===== src/hw/rtl/ndt_pkg.sv =====
`timescale 1ns / 1ps
`default_nettype none

package ndt_pkg;

    localparam int KEY_W     = 64;
    localparam int ST_W      = 3;
    localparam int IDX_OUT_W = 4;
    localparam int CNT_OUT_W = 5;
    localparam int OP_W      = 2;

    typedef enum logic [OP_W-1:0] {
        OP_CREATE = 2'd0,
        OP_DELETE = 2'd1,
        OP_SEARCH = 2'd2,
        OP_LIST   = 2'd3
    } op_t;

    typedef enum logic [ST_W-1:0] {
        ST_OK        = 3'd0,
        ST_EXISTS    = 3'd1,
        ST_NOT_FOUND = 3'd2,
        ST_FULL      = 3'd3,
        ST_EMPTY     = 3'd4
    } status_t;

    typedef enum logic [1:0] {
        IDX_ZERO = 2'd0,
        IDX_SLOT = 2'd1,
        IDX_RIDX = 2'd2
    } idx_sel_t;

    typedef enum logic [1:0] {
        KEY_REQ   = 2'd0,
        KEY_RDATA = 2'd1,
        KEY_ZERO  = 2'd2
    } key_sel_t;

    // Commands from the controller to the datapath.
    typedef struct packed {
        logic     load;
        logic     rd_scan;
        logic     rd_last;
        logic     cap_slot;
        logic     wr_key;
        logic     wr_move;
        logic     out_load;
        status_t  out_st;
        idx_sel_t out_idx;
        key_sel_t out_key;
        logic     out_last;
    } dp_cmd_t;

    // Status from the datapath to the controller.
    typedef struct packed {
        logic ptr_lt_cnt;
        logic match;
        logic ridx_last;
        logic cnt_zero;
        logic cnt_full;
    } dp_sts_t;

endpackage

`default_nettype wire


===== src/hw/rtl/ndt_dpath.sv =====
`timescale 1ns / 1ps
`default_nettype none

module ndt_dpath
    import ndt_pkg::*;
#(
    parameter int CAPACITY   = 16,
    parameter int NAME_BYTES = 8
)
(
    input  wire                  clk,
    input  wire                  rst_n,
    input  wire [KEY_W-1:0]      key,
    input  wire dp_cmd_t         dcmd,
    output dp_sts_t              sts,
    output logic [ST_W-1:0]      status,
    output logic [KEY_W-1:0]     entry_key,
    output logic [IDX_OUT_W-1:0] entry_index,
    output logic [CNT_OUT_W-1:0] count,
    output logic                 last
);

    localparam int CW = $clog2(CAPACITY + 1);
    localparam int IW = (CAPACITY > 1) ? $clog2(CAPACITY) : 1;
    localparam logic [KEY_W-1:0] NAME_MASK = {KEY_W{1'b1}} >> (KEY_W - 8 * NAME_BYTES);

    logic [KEY_W-1:0] mem_q [CAPACITY];

    logic [KEY_W-1:0]     key_reg;
    logic [CW-1:0]        count_reg, count_next;
    logic [CW-1:0]        ptr_reg, ptr_next;
    logic [IW-1:0]        slot_reg;
    logic [IW-1:0]        ridx_reg;
    logic [KEY_W-1:0]     rdata_reg;
    logic [ST_W-1:0]      status_reg;
    logic [KEY_W-1:0]     entry_key_reg;
    logic [IDX_OUT_W-1:0] entry_index_reg;
    logic [CNT_OUT_W-1:0] count_out_reg;
    logic                 last_reg;

    logic [CW-1:0]        cnt_m1;
    logic [IW-1:0]        rd_addr;
    logic [IW-1:0]        wr_addr;
    logic [KEY_W-1:0]     wr_data;
    logic [IW-1:0]        sel_idx;
    logic [KEY_W-1:0]     sel_key;

    assign cnt_m1  = count_reg - CW'(1);
    assign rd_addr = dcmd.rd_last ? cnt_m1[IW-1:0] : ptr_reg[IW-1:0];
    assign wr_addr = dcmd.wr_key ? count_reg[IW-1:0] : slot_reg;
    assign wr_data = dcmd.wr_key ? key_reg : rdata_reg;

    assign sts.ptr_lt_cnt = (ptr_reg < count_reg);
    assign sts.match      = (rdata_reg == key_reg);
    assign sts.ridx_last  = (CW'(ridx_reg) == cnt_m1);
    assign sts.cnt_zero   = (count_reg == '0);
    assign sts.cnt_full   = (count_reg == CW'(CAPACITY));

    always_comb
    begin
        count_next = count_reg;
        if (dcmd.wr_key)
        begin
            count_next = count_reg + CW'(1);
        end
        else if (dcmd.wr_move)
        begin
            count_next = cnt_m1;
        end
        ptr_next = ptr_reg;
        if (dcmd.load)
        begin
            ptr_next = '0;
        end
        else if (dcmd.rd_scan)
        begin
            ptr_next = ptr_reg + CW'(1);
        end
    end

    always_comb
    begin
        case (dcmd.out_idx)
            IDX_SLOT: sel_idx = slot_reg;
            IDX_RIDX: sel_idx = ridx_reg;
            default:  sel_idx = '0;
        endcase
        case (dcmd.out_key)
            KEY_REQ:   sel_key = key_reg;
            KEY_RDATA: sel_key = rdata_reg;
            default:   sel_key = '0;
        endcase
    end

    always_ff @(posedge clk or negedge rst_n)
    begin
        if (!rst_n)
        begin
            count_reg <= '0;
            ptr_reg   <= '0;
        end
        else
        begin
            count_reg <= count_next;
            ptr_reg   <= ptr_next;
        end
    end

    // Key table and its registered read port.
    always_ff @(posedge clk)
    begin
        if (dcmd.wr_key || dcmd.wr_move)
        begin
            mem_q[wr_addr] <= wr_data;
        end
        if (dcmd.rd_scan || dcmd.rd_last)
        begin
            rdata_reg <= mem_q[rd_addr];
        end
    end

    always_ff @(posedge clk)
    begin
        if (dcmd.load)
        begin
            key_reg <= key & NAME_MASK;
        end
        if (dcmd.rd_scan)
        begin
            ridx_reg <= ptr_reg[IW-1:0];
        end
        if (dcmd.cap_slot)
        begin
            slot_reg <= ridx_reg;
        end
        else if (dcmd.wr_key)
        begin
            slot_reg <= count_reg[IW-1:0];
        end
        if (dcmd.out_load)
        begin
            status_reg      <= dcmd.out_st;
            entry_key_reg   <= sel_key;
            entry_index_reg <= IDX_OUT_W'(sel_idx);
            count_out_reg   <= CNT_OUT_W'(count_reg);
            last_reg        <= dcmd.out_last;
        end
    end

    assign status      = status_reg;
    assign entry_key   = entry_key_reg;
    assign entry_index = entry_index_reg;
    assign count       = count_out_reg;
    assign last        = last_reg;

endmodule

`default_nettype wire


===== src/hw/rtl/ndt_ctrl.sv =====
`timescale 1ns / 1ps
`default_nettype none

module ndt_ctrl
    import ndt_pkg::*;
(
    input  wire            clk,
    input  wire            rst_n,
    input  wire            in_valid,
    output logic           in_ready,
    input  wire [OP_W-1:0] cmd,
    input  wire            out_ready,
    output logic           out_valid,
    input  wire dp_sts_t   sts,
    output dp_cmd_t        dcmd
);

    typedef enum logic [2:0] {
        S_IDLE,
        S_SCAN,
        S_DEL_RD,
        S_DEL_WR,
        S_RESP,
        S_LST_RD,
        S_LST_OUT
    } state_t;

    state_t   state_reg, state_next;
    op_t      op_reg, op_next;
    logic     rdv_reg, rdv_next;
    status_t  res_st_reg, res_st_next;
    idx_sel_t res_idx_reg, res_idx_next;
    logic     out_valid_reg, out_valid_next;

    logic     out_free;
    logic     hit;
    logic     miss;

    assign out_free = !out_valid_reg || out_ready;
    assign hit      = rdv_reg && sts.match;
    assign miss     = (rdv_reg && !sts.match && sts.ridx_last) || (!rdv_reg && !sts.ptr_lt_cnt);

    always_comb
    begin
        state_next   = state_reg;
        op_next      = op_reg;
        rdv_next     = 1'b0;
        res_st_next  = res_st_reg;
        res_idx_next = res_idx_reg;
        dcmd         = '0;
        dcmd.out_st  = res_st_reg;
        dcmd.out_idx = res_idx_reg;
        dcmd.out_key = KEY_REQ;

        unique case (state_reg)
            S_IDLE:
            begin
                if (in_valid)
                begin
                    dcmd.load = 1'b1;
                    op_next   = op_t'(cmd);
                    if (op_t'(cmd) != OP_LIST)
                    begin
                        state_next = S_SCAN;
                    end
                    else if (sts.cnt_zero)
                    begin
                        res_st_next  = ST_EMPTY;
                        res_idx_next = IDX_ZERO;
                        state_next   = S_RESP;
                    end
                    else
                    begin
                        state_next = S_LST_RD;
                    end
                end
            end
            S_SCAN:
            begin
                if (hit)
                begin
                    dcmd.cap_slot = 1'b1;
                    res_idx_next  = IDX_SLOT;
                    unique case (op_reg)
                        OP_CREATE:
                        begin
                            res_st_next = ST_EXISTS;
                            state_next  = S_RESP;
                        end
                        OP_DELETE:
                        begin
                            res_st_next = ST_OK;
                            state_next  = S_DEL_RD;
                        end
                        OP_SEARCH, OP_LIST:
                        begin
                            res_st_next = ST_OK;
                            state_next  = S_RESP;
                        end
                    endcase
                end
                else if (miss)
                begin
                    state_next = S_RESP;
                    if (op_reg == OP_CREATE && !sts.cnt_full)
                    begin
                        dcmd.wr_key  = 1'b1;
                        res_st_next  = ST_OK;
                        res_idx_next = IDX_SLOT;
                    end
                    else if (op_reg == OP_CREATE)
                    begin
                        res_st_next  = ST_FULL;
                        res_idx_next = IDX_ZERO;
                    end
                    else
                    begin
                        res_st_next  = ST_NOT_FOUND;
                        res_idx_next = IDX_ZERO;
                    end
                end
                else
                begin
                    dcmd.rd_scan = sts.ptr_lt_cnt;
                    rdv_next     = sts.ptr_lt_cnt;
                end
            end
            S_DEL_RD:
            begin
                dcmd.rd_last = 1'b1;
                state_next   = S_DEL_WR;
            end
            S_DEL_WR:
            begin
                dcmd.wr_move = 1'b1;
                state_next   = S_RESP;
            end
            S_RESP:
            begin
                if (out_free)
                begin
                    dcmd.out_load = 1'b1;
                    dcmd.out_key  = (res_st_reg == ST_EMPTY) ? KEY_ZERO : KEY_REQ;
                    dcmd.out_last = 1'b1;
                    state_next    = S_IDLE;
                end
            end
            S_LST_RD:
            begin
                dcmd.rd_scan = 1'b1;
                state_next   = S_LST_OUT;
            end
            S_LST_OUT:
            begin
                dcmd.out_st  = ST_OK;
                dcmd.out_idx = IDX_RIDX;
                dcmd.out_key = KEY_RDATA;
                if (out_free)
                begin
                    dcmd.out_load = 1'b1;
                    dcmd.out_last = sts.ridx_last;
                    state_next    = sts.ridx_last ? S_IDLE : S_LST_RD;
                end
            end
        endcase

        out_valid_next = dcmd.out_load ? 1'b1 : (out_ready ? 1'b0 : out_valid_reg);
    end

    always_ff @(posedge clk or negedge rst_n)
    begin
        if (!rst_n)
        begin
            state_reg     <= S_IDLE;
            op_reg        <= OP_CREATE;
            rdv_reg       <= 1'b0;
            res_st_reg    <= ST_OK;
            res_idx_reg   <= IDX_ZERO;
            out_valid_reg <= 1'b0;
        end
        else
        begin
            state_reg     <= state_next;
            op_reg        <= op_next;
            rdv_reg       <= rdv_next;
            res_st_reg    <= res_st_next;
            res_idx_reg   <= res_idx_next;
            out_valid_reg <= out_valid_next;
        end
    end

    assign in_ready  = (state_reg == S_IDLE);
    assign out_valid = out_valid_reg;

endmodule

`default_nettype wire


===== src/hw/rtl/name_directory_table_top.sv =====
`timescale 1ns / 1ps
`default_nettype none

// Channel   Handshake              Payload
// input     in_valid / in_ready    cmd[1:0], key[63:0]
// output    out_valid / out_ready  status[2:0], entry_key[63:0], entry_index[3:0],
//                                  count[4:0], last
//
// A request is taken only in the idle state and is worked on alone. Create, delete
// and search scan the key table one slot per cycle; a list reads each entry and then
// emits it as a result, waiting while the output register is still full.
// Reset clears the entry count and the control state but not the key table. A result
// waits in the output register while the next request is accepted; the controller
// holds a new result back until that register is free.

module name_directory_table_top
    import ndt_pkg::*;
#(
    parameter int CAPACITY   = 16,
    parameter int NAME_BYTES = 8
)
(
    input  wire                  clk,
    input  wire                  rst_n,
    input  wire                  in_valid,
    output logic                 in_ready,
    input  wire [OP_W-1:0]       cmd,
    input  wire [KEY_W-1:0]      key,
    output logic                 out_valid,
    input  wire                  out_ready,
    output logic [ST_W-1:0]      status,
    output logic [KEY_W-1:0]     entry_key,
    output logic [IDX_OUT_W-1:0] entry_index,
    output logic [CNT_OUT_W-1:0] count,
    output logic                 last
);

    dp_cmd_t dcmd;
    dp_sts_t sts;

    // The controller sequences the scan, the table update and the result.
    ndt_ctrl u_ctrl (
        .clk       (clk),
        .rst_n     (rst_n),
        .in_valid  (in_valid),
        .in_ready  (in_ready),
        .cmd       (cmd),
        .out_ready (out_ready),
        .out_valid (out_valid),
        .sts       (sts),
        .dcmd      (dcmd)
    );

    // The datapath holds the key table, the entry count, the scan pointer and
    // the output register.
    ndt_dpath #(
        .CAPACITY   (CAPACITY),
        .NAME_BYTES (NAME_BYTES)
    ) u_dpath (
        .clk         (clk),
        .rst_n       (rst_n),
        .key         (key),
        .dcmd        (dcmd),
        .sts         (sts),
        .status      (status),
        .entry_key   (entry_key),
        .entry_index (entry_index),
        .count       (count),
        .last        (last)
    );

    // Once a request is taken, the block is busy on the next cycle.
    a_busy_after_accept: assert property (
        @(posedge clk) disable iff (!rst_n) (in_valid && in_ready) |=> !in_ready
    ) else $error("request accepted while the block stayed idle");

    // A new key is never appended to a full table.
    a_no_append_when_full: assert property (
        @(posedge clk) disable iff (!rst_n) dcmd.wr_key |-> !sts.cnt_full
    ) else $error("key appended to a full table");

    // A delete only moves an entry when the table holds one.
    a_no_move_when_empty: assert property (
        @(posedge clk) disable iff (!rst_n) dcmd.wr_move |-> !sts.cnt_zero
    ) else $error("entry moved in an empty table");

    // A result is never loaded over one that still waits to be taken.
    a_no_result_overwrite: assert property (
        @(posedge clk) disable iff (!rst_n) dcmd.out_load |-> (!out_valid || out_ready)
    ) else $error("pending result overwritten");

endmodule

`default_nettype wire


===== config.mk =====
export PLATFORM = sky130hd
export DESIGN_NAME = name_directory_table_top
export DESIGN_NICKNAME = d
export VERILOG_FILES = /design/src/hw/rtl/ndt_pkg.sv /design/src/hw/rtl/ndt_dpath.sv /design/src/hw/rtl/ndt_ctrl.sv /design/src/hw/rtl/name_directory_table_top.sv
export SDC_FILE = /design/constraint.sdc
export NUM_CORES = 1
export LEC_CHECK = 0
export ABC_AREA = 1
export BUFFER_PORTS_ARGS = -buffer_cell sky130_fd_sc_hd__buf_2
export CAP_MARGIN = 30
export CORE_MARGIN = 1
export CORE_UTILIZATION = 45
export CTS_CLUSTER_DIAMETER = 120
export CTS_CLUSTER_SIZE = 20
export DETAILED_ROUTE_END_ITERATION = 8
export PLACE_DENSITY_LB_ADDON = 0.2
export REMOVE_ABC_BUFFERS = 1
export SLEW_MARGIN = 20
export SYNTH_ARGS = -nofsm -noshare
export SYNTH_HDL_FRONTEND = slang
export SYNTH_SLANG_ARGS = --single-unit

===== constraint.sdc =====
create_clock -name clk -period 14.95 [get_ports clk]
set_input_delay 2.99 -clock clk [delete_from_list [all_inputs] [get_ports clk]]
set_output_delay 2.99 -clock clk [all_outputs]
set_load 0.02 [all_outputs]

After elaboration in Yosys (flattened, before gate mapping). Memories as Yosys holds them, arrays and structs flattened. A register that Yosys moved wholly into a read port is not among the register bits. Cells that the tools add are included.

ROM bits: 0. Bits in writable memories: 1024. Memories kept: 1. Latch bits: 0. Logic and storage cells: 132. Register bits after elaboration: 171.

Memory list: u_dpath.mem_q (depth 16, bits a word 64, rd ports 1, clocked after memory_dff 1, write ports 1, line ndt_dpath.sv:27) `logic [KEY_W-1:0] mem_q [CAPACITY];`.

Equality and inequality tests: 23. Div/mod/pow operators: 0. Mux-type cells: 60. Reduce and logical (&&, ||, !) cells: 28. $lt $le $gt $ge: 1. Multipliers: 0. Shift operators: 0. Add/subtract/negate cells: 3. Bitwise gates (word level): 0.

Operators with widths (number): 64-bit case mux with 2 select lines (1); 64-bit equality test (1); 64-bit 2-to-1 mux (1); 3-bit 2-to-1 mux (14); 3-bit case mux with 2 select lines (4); 1-bit 2-to-1 mux (21); 3-bit case mux with 7 select lines (1); 5-bit 2-to-1 mux (4); 2-bit 2-to-1 mux (8); 3-bit equality test, second input constant (4); 4-bit 2-to-1 mux (3); 5-bit by 1-bit adder with 5-bit output, second input constant (2); 4-bit case mux with 2 select lines (1); 2-bit nonzero test (4); 2-bit by 1-bit equality test with 1-bit output, second input constant (3); 2-bit equality test, second input constant (3); 3-bit by 2-bit equality test with 1-bit output, second input constant (2); 2-bit by 1-bit != test with 1-bit output, second input constant (3); 2-bit != test, second input constant (3); 3-bit OR reduction (2); 4-bit by 5-bit equality test with 1-bit output (1); 5-bit equality test, second input constant (1); 1-bit logical AND (5); 1-bit logical NOT (5); other kinds (14) (18).

Depth between registers and ports, before layout. Gate-level depths: netlist of run 1.

Depth in word-level cells: 11. Mapped depth: 17.

Hierarchy. From an unflattened synthesis of run 1, not the netlist that was laid out.

Cells, all modules: 5204. Area, all modules: 54758.8 µm².

Modules (own cells, without submodules): ndt_dpath (cells an instance 5092, area an instance 53938.0 µm², times used 1); ndt_ctrl (cells an instance 112, area an instance 820.8 µm², times used 1).

Worst setup path after synthesis of run 1. No wires, ideal clock.

Path type: input-to-reg. From: in out_ready. To: reg u_dpath.entry_key_reg[15], in the netlist u_dpath.entry_key[15] (data pin). Setup slack: 7.008 ns. Library setup time: 0.271 ns. Stages: 6. Data arrival time: 7.670 ns. Cells stage by stage: nor2_1 -> nor2_1 -> inv_1 -> o41ai_4 -> clkbuf_1 -> o22ai_1.

Cells in the longest elaborated chain, start to end: 5. Elaborated cells between the ends (all ways): 6. Classes of those cells: 1 x eq/ne; 3 x mux; 2 x reduce/logical.

Ends and longest elaborated chain: from (decl) (line name_directory_table_top.sv:30) `input wire out_ready,`; 1-bit logical OR (*) (line ndt_ctrl.sv:39) `assign out_free = !out_valid_reg || out_ready;`; 3-bit 2-to-1 mux (*) (line ndt_ctrl.sv:140) `if (out_free)`; 3-bit case mux with 2 select lines (*) (line ndt_ctrl.sv:55) `unique case (state_reg)`; 2-bit by 1-bit equality test with 1-bit output or 2-bit logical NOT (tied branches) (line ndt_dpath.sv:88) `case (dcmd.out_key)`; 64-bit case mux with 2 select lines (*) (line ndt_dpath.sv:88); net u_dpath.sel_key[15] (line ndt_dpath.sv:46) `logic [KEY_W-1:0] sel_key;`; to (signal assigned) (line ndt_dpath.sv:143) `entry_key_reg <= sel_key;`; to (decl) (line ndt_dpath.sv:36) `logic [KEY_W-1:0] entry_key_reg;`.

Mark *: on every way through the listed nets, which the timed path passes. The rest lies on a longest branch. A chain may end at the register's enable or synchronous reset.

Final worst setup path of run 1.
From: reg u_dpath.rdata_reg[45], read port of u_dpath.mem_q. To: mem u_dpath.mem_q[2][34], enable pin.

Cells in the longest elaborated chain, start to end: 11. Elaborated cells between the ends (all ways): 13. Classes of those cells: 1 x eq/ne; 6 x mux; 6 x reduce/logical.

Ends and longest elaborated chain: from (decl) (line ndt_dpath.sv:34) `logic [KEY_W-1:0] rdata_reg;`; 64-bit equality test (*) (line ndt_dpath.sv:54) `assign sts.match = (rdata_reg == key_reg);`; 1-bit logical NOT (line ndt_ctrl.sv:41) `assign miss = (rdv_reg && !sts.match && sts.ridx_last) || (!rdv_reg && !sts.ptr_lt_cnt);`; 1-bit logical AND (2 in series) (line ndt_ctrl.sv:41); 1-bit logical OR (line ndt_ctrl.sv:41); 1-bit 2-to-1 mux (line ndt_ctrl.sv:102) `else if (miss)`; 1-bit 2-to-1 mux (*) (line ndt_ctrl.sv:80) `if (hit)`; 2-bit 2-to-1 mux (*) (line ndt_ctrl.sv:55); 1-bit logical OR (line ndt_dpath.sv:112) `if (dcmd.wr_key || dcmd.wr_move)`; 1-bit 2-to-1 mux (line ndt_dpath.sv:112); 1-bit 2-to-1 mux (implied by the code) (line ndt_dpath.sv:114) `mem_q[wr_addr] <= wr_data;`; to (decl) (line ndt_dpath.sv:27).

Mark *: on every way between the ends. The rest lies on a longest branch, timed or not.

==> results of run 1 <==
## cell families after synthesis
logic type,after synthesis
DFF,1258
and+or+nand+nor,1098
AOI/OAI and AO/OA,1006
buffers and inverters,406
xor gates and xnor gates,18
adders and majority gates,7
## cell usage after synthesis (all sizes together), types with 16 or more instances
| cell type | number | area [um2] |
|---|---|---|
| edfxtp | 1233 | 37000 |
| o21ai | 601 | 3050 |
| nor2 | 596 | 2240 |
| nand2 | 412 | 1570 |
| o221ai | 180 | 1580 |
| inv | 165 | 624 |
| o22ai | 136 | 851 |
| buf | 134 | 746 |
| clkbuf | 105 | 410 |
| nand3 | 78 | 408 |
| o211ai | 78 | 586 |
| dfrtp | 21 | 526 |
| xor2 | 16 | 148 |
## where the power goes
| group | switching, mW | total, mW | leakage, nW | internal (mW) |
|---|---|---|---|---|
| Clock | 1.09 | 1.99 | 0.944 | 0.899 |
| Combinational | 3.10 | 4.19 | 5.97 | 1.08 |
| Sequential | 0.164 | 4.96 | 11.5 | 4.80 |
| Total | 4.36 | 11.1 | 18.4 | 6.78 |
## metrics by stage
| step | std cells | util [%] |
|---|---|---|
| floorplan | 3554 | - |
| global placement | 5238 | 47.2 |
| detailed placement | 5268 | 47.6 |
| CTS | 5358 | 49.3 |
| global route | 5392 | 49.6 |
| finish | 5392 | 49.6 |
## cell type report
class                           count  share of cell area, %
Clock buffer                       86                   3.46
Timing Repair Buffer              260                   3.36
Clock inverter                      4                 0.0685
Tap cell                         1488                   3.40
Inverter                          167                   1.21
Sequential cell                  1258                   68.6
Multi-Input combinational cell   2129                   19.9
## layer usage
layer	global-route usage, %	vias to the layer above	routed length (um)
met3	3.53	168	9330
met5	0	-	46
li1	-	14200	-
met2	37.6	1119	63200
met1	34.3	15700	59400
met4	6.71	6	3420
## worst paths after layout
kind | end | slack, ps | cells after the start
max reg2reg | u_dpath.mem_q[2][34]$_DFFE_PP_ | 8150 | 18
min | u_ctrl.res_idx_reg[0]$_DFFE_PN0P_ | 490 | 2
max | u_dpath.mem_q[2][34]$_DFFE_PP_ | 8150 | 18
min reg2reg | u_ctrl.res_idx_reg[0]$_DFFE_PN0P_ | 490 | 2
max in group asynchronous | u_dpath.ptr_reg[4]$_DFFE_PN0P_ | 12300 | 1
min in group asynchronous | u_ctrl.op_reg[0]$_DFFE_PN0P_ | 2300 | 1
## worst max-delay path, cell delays in order, from the launching register on
cell and delay, ps:
edfxtp_1 440, xor2_1 210, nor2_1 330, nand2_1 180, nor2_1 480, nand2_1 120
nor2_1 350, nand2_1 120, nand2_1 110, nand2_4 90, nand3_4 350, buf_4 760
buf_4 660, nand2_1 100, nand2_1 170, nand3_1 220, nor2_4 380, buf_4 440
buf_4 750
==> flow_summary_export.csv, run 1 <==
group,metric,value,unit
layout,largest_reg_flops,1024,
clock_tree,cts.htree.levels,3,
timing,clock.fmax,0.147,GHz
detailed_routing,wl_per_cell,25.1,um
die,start_util,45.4,%
critical_path,cp-end-kind,"flop",
layout,regMostFlops,"u_dpath.mem_q",
yosys,yosys_register_bits,1258,
die,io_pins,149,
layout,antennaDiodeCount,0,
power,p_leak,18.4,nW
detailed_routing,via_per_inst,5.79,
layout,area_growth,9.40,%
yosys,ys_async_sr_fraction,1.67,%
layout,regArea,37600,um2
placed_design,gp_congestion,0.823,
yosys,synth-xor-area-share,0.330,%
clock_tree,postCtsSetupBuffers,0,
die,die_area,113000,um2
timing,finalCritPeriodShare,45.5,%
critical_path,crit_path_start,"u_dpath.rdata_reg[45]$_DFFE_PP_",
timing,layout_setup_ws,8150,ps
clock_tree,holdBufCountCts,0,
clock_tree,cts_root_buf,"clkbuf_16",
layout,drive_gt1_share,10.2,%
die,fp.dieH,336,um
yosys,synth-simple-area-share,8.57,%
detailed_routing,drtAntennaViolNets,0,
layout,multiInputGateArea,10900,um2
grt,grt_max_degree,236,
layout,final_area,54800,um2
clock_tree,cts_tree,"done",
die,fp.coreArea,111000,um2
worst_hold_path,hp-class,"flop to flop",
yosys,synth_area,50100,um2
clock_tree,cts-buffers-inserted,72,
yosys,synth_seq_area_share,75.1,%
timing,rsz0062_at_grt,"no",
yosys,synth_top_family_by_area,"compound AO/OA/AOI/OAI gates",
run_status,status,"complete, no violations",
yosys,synth_cell_type_count,43,
clock_tree,clock_sinks,1258,
grt,grt_overflow,0,
power,powerDensity,203,nW/um2
detailed_routing,drc,0,
timing,hold_viol,0,
grt,grt_pass1_vias,29300,
critical_path,cp_max_fo,61,
grt,antenna_found_initial,6,
timing,layout_min_cycle_time,6800,ps
timing,slew_headroom,17.3,%
power,max-vdd-ir-drop,0.226,mV
critical_path,reg2reg_from,"u_dpath.rdata_reg[45]$_DFFE_PP_",
timing,fin_skew,32.1,ps
placed_design,portBuffers,148,
clock_tree,clockBufferDepth,3,
yosys,synth-edff-count,1233,
critical_path,required,15210,ps
timing,slew_viol_final,0,
die,rows,122,
flow_run,drv_cap,0,
layout,mostFrequentLayoutCells,"edfxtp_1, nor2_1, o21ai_0",
placed_design,place_area,52600,um2
yosys,syn_avg_cell_area,13.2,um2
layout,final_common_cell,"edfxtp_1",
timing,fin_hold_ws,494,ps
yosys,synth_fa_ha_area_share,0.175,%
clock_tree,post_cts_resized,0,
grt,grt_util_all_layers,23.8,%
placed_design,dp_slack,8300,ps
power,total_power,11.1,mW
timing,tns,0,ps
grt,grt_pass1_wl,198,mm
placed_design,dp_hpwl,73.1,mm
timing,setup_viol,0,
detailed_routing,first_pass_iters,6,
yosys,synthMuxAreaShare,0,%
clock_tree,clk_latency,660,ps
detailed_routing,routed_wl,135,mm
yosys,yosysWarnings,0,
worst_hold_path,hp-start,"u_ctrl.res_idx_reg[0]$_DFFE_PN0P_",
critical_path,crit_arrival,7070,ps
die,die_w,336,um
layout,fillers,9522,
critical_path,cp-start-kind,"flop",
timing,tightest_slew,1240,ps
layout,final_nets,3965,
clock_tree,clkTransAtPathRegs,90,ps
yosys,ys_dominant_reg_cell,"edfxtp_1",
critical_path,path_class,"flop to flop",
detailed_routing,vias,31200,
detailed_routing,drt-initial-drc-count,3372,
yosys,synth_compound_area_share,12.3,%
yosys,synthCells,3793,
Note: power is estimated with default switching activity, not from simulation.
==> inputs of run 2 (changes only) <==
- ABC_AREA: 1 -> 0
- clock period: 14.95 -> 6.4 ns (I/O delays scaled with it)
==> run 2 against run 1 <==
  * Flip-flop and latch count stayed put
  * Power rose by 130%
  * Non-clock buffer count down 45
  * Die area increased by 1.4%
  * Maximum frequency increased by 34%
  * Clock power increased by 140%
  * Critical path depth down 9
  * Global-route usage shrank 2.1 points
  * Combinational power up 120%
  * Cell count is 10% lower
  * Critical path type unchanged
  * Critical endpoint is now u_dpath.mem_q[4][51]$_DFFE_PP_
  * Largest cell class unchanged
  * Largest power group unchanged
==> flow_summary_export.csv, run 2 <==
group,metric,value,unit
run_status,status,"complete, no violations",
placed_design,place_area,53600,um2
clock_tree,cts_tree,"done",
power,p_seq_share,45.7,%
clock_tree,clock_sinks,1258,
timing,finalCritPeriodShare,79.4,%
power,p_comb_share,35.7,%
layout,mostFrequentLayoutCells,"edfxtp_1, a211oi_1, nand2_1",
yosys,ys_dominant_reg_cell,"edfxtp_1",
critical_path,cp_max_fo,33,
timing,slew_headroom,33.4,%
die,start_util,45.7,%
yosys,synth_compound_area_share,11.8,%
critical_path,cp-end-kind,"flop",
die,die_w,338,um
placed_design,dp_hpwl,66.2,mm
detailed_routing,routed_wl,125,mm
clock_tree,clkTransAtPathRegs,90,ps
yosys,synthMuxAreaShare,4.11,%
worst_hold_path,hp-class,"flop to flop",
critical_path,crit_arrival,5350,ps
die,die_area,114000,um2
timing,fin_hold_ws,509,ps
clock_tree,post_cts_resized,0,
die,io_pins,149,
yosys,syn_avg_cell_area,15.5,um2
critical_path,required,6670,ps
detailed_routing,drt-initial-drc-count,2528,
layout,final_nets,3419,
worst_hold_path,hold_path_depth,1,
timing,setup_viol,0,
yosys,synth-xor-area-share,1.30,%
die,fp.coreArea,111000,um2
timing,layout_min_cycle_time,5080,ps
yosys,synth-simple-area-share,6.43,%
yosys,synth_top_cell_by_area,"edfxtp_1",
critical_path,worstRegToRegCells,9,
placed_design,portBuffers,148,
layout,final_area,55600,um2
detailed_routing,drc,0,
timing,rsz0062_at_grt,"no",
layout,regMostFlops,"u_dpath.mem_q",
yosys,synth_most_common_cell,"edfxtp_1",
die,fp.dieH,338,um
critical_path,path_class,"flop to flop",
grt,antenna_found_initial,5,
yosys,synth_seq_area_share,74.0,%
yosys,synth_area,50800,um2
yosys,synth_top_family_by_area,"compound AO/OA/AOI/OAI gates",
layout,antennaDiodeCount,0,
layout,drive_gt1_share,11.8,%
yosys,yosysWarnings,0,
yosys,ys_top_cells_by_count,"edfxtp_1, a211oi_1, nand2_1",
timing,tns,0,ps
yosys,synth-edff-count,1233,
layout,final_common_cell,"edfxtp_1",
clock_tree,cts.htree.levels,3,
flow_run,drv_cap,0,
yosys,synthCells,3284,
layout,largest_reg_flops,1024,
grt,grt_overflow,0,
yosys,synth_top_cell_area_share,72.8,%
detailed_routing,first_pass_iters,5,
yosys,synth_cell_type_count,63,
clock_tree,cts_root_buf,"clkbuf_16",
timing,fin_skew,34.9,ps
power,netSwitchingFraction,36.5,%
power,max-vdd-ir-drop,0.487,mV
power,p_leak,17.8,nW
timing,slew_viol_final,0,
clock_tree,clockBufferDepth,3,
grt,grt_max_degree,148,
timing,hold_viol,0,
die,rows,122,
critical_path,cp-start-kind,"flop",
critical_path,r2r_slack,1320,ps
yosys,yosys_register_bits,1258,
layout,area_growth,9.31,%
yosys,synth_fa_ha_area_share,0.172,%
detailed_routing,drtAntennaViolNets,0,
grt,grt_pass1_wl,182,mm
detailed_routing,vias,28700,
clock_tree,cts-buffers-inserted,73,
detailed_routing,via_per_inst,5.91,
placed_design,dp_slack,1380,ps
grt,grt_util_all_layers,21.7,%
power,netSwitchingPower,9.22,mW
timing,tightest_slew,999,ps
power,powerDensity,455,nW/um2
yosys,ys_async_sr_fraction,1.67,%
timing,clock.fmax,0.197,GHz
yosys,synthTopCellsByArea,"edfxtp_1, a211oi_1, and2_1",
detailed_routing,wl_per_cell,25.7,um
clock_tree,clk_latency,660,ps
clock_tree,holdBufCountCts,0,
grt,grt_pass1_vias,28200,
placed_design,gp_congestion,0.861,
power,power.share.clock,18.5,%
power,intPower,16.0,mW
clock_tree,postCtsSetupBuffers,0,
timing,layout_setup_ws,1320,ps
-- run 2: cell families after synthesis --
| group | after synthesis |
|---|---|
| XOR/XNOR | 74 |
| adder cells (fa/ha/maj) | 7 |
| flip-flops | 1258 |
| AO/OA/AOI/OAI | 845 |
| multiplexers | 199 |
| AND/OR/NAND/NOR | 656 |
| buffers and inverters | 245 |
-- run 2: area by class of cell --
type	instances	area, um2
Timing Repair Buffer	215	1640
Multi-Input combinational cell	1781	12400
Fill cell	9087	55700
Tap cell	1488	1860
Inverter	13	51.3
Clock buffer	88	1930
Sequential cell	1258	37600
Clock inverter	6	55.1
-- run 2: power groups by stage --
stage | combinational [mW] | clock [mW] | sequential (mW)
floorplan | 5.92 | 0 | 11.8
global placement | 8.73 | 0 | 11.7
detailed placement | 9.02 | 0 | 11.7
CTS | 9.06 | 4.79 | 11.6
global route | 9.89 | 5.04 | 11.6
finish | 9.03 | 4.68 | 11.6
-- run 2: worst paths after layout --
check,start,endpoint
setup / recovery,u_dpath.count_reg[2]$_DFFE_PN0P_,u_dpath.mem_q[4][51]$_DFFE_PP_
hold / removal,u_dpath.ptr_reg[4]$_DFFE_PN0P_,u_dpath.ptr_reg[4]$_DFFE_PN0P_
setup reg to reg,u_dpath.count_reg[2]$_DFFE_PN0P_,u_dpath.mem_q[4][51]$_DFFE_PP_
hold reg to reg,u_dpath.ptr_reg[4]$_DFFE_PN0P_,u_dpath.ptr_reg[4]$_DFFE_PN0P_
max in group asynchronous,rst_n,u_ctrl.res_st_reg[1]$_DFFE_PN0P_
min in group asynchronous,rst_n,u_dpath.count_reg[1]$_DFFE_PN0P_
-- run 2: stage by stage --
stage	utilization (%)	cells	power [mW]
6_report	49.9	4849	25.3
5_1_grt	49.9	4849	26.6
4_1_cts	49.9	4847	25.4
3_5_place_dp	48.1	4753	20.8
3_3_place_gp	48.0	4746	20.4
2_1_floorplan	-	3052	17.7
-- run 2: worst max-delay path: stages, from the launching register on --
cell and delay (ps):
dfrtp_1 820, inv_1 270, ha_1 380, nor2_1 60, o31ai_2 560, and2b_1 250, a31oi_4 100, or2_2 640
o31ai_4 870, buf_4 680
-- run 2: layer usage --
metal | global-route usage, % | wire, um | vias to the layer above | part of all wire, %
li1 | - | - | 12900 | -
met1 | 30.6 | 54700 | 14800 | 44
met2 | 34.8 | 58700 | 854 | 47
met3 | 3.35 | 8050 | 140 | 6.5
met4 | 6.31 | 3000 | 4 | 2.4
met5 | 0 | 21 | - | 0.017
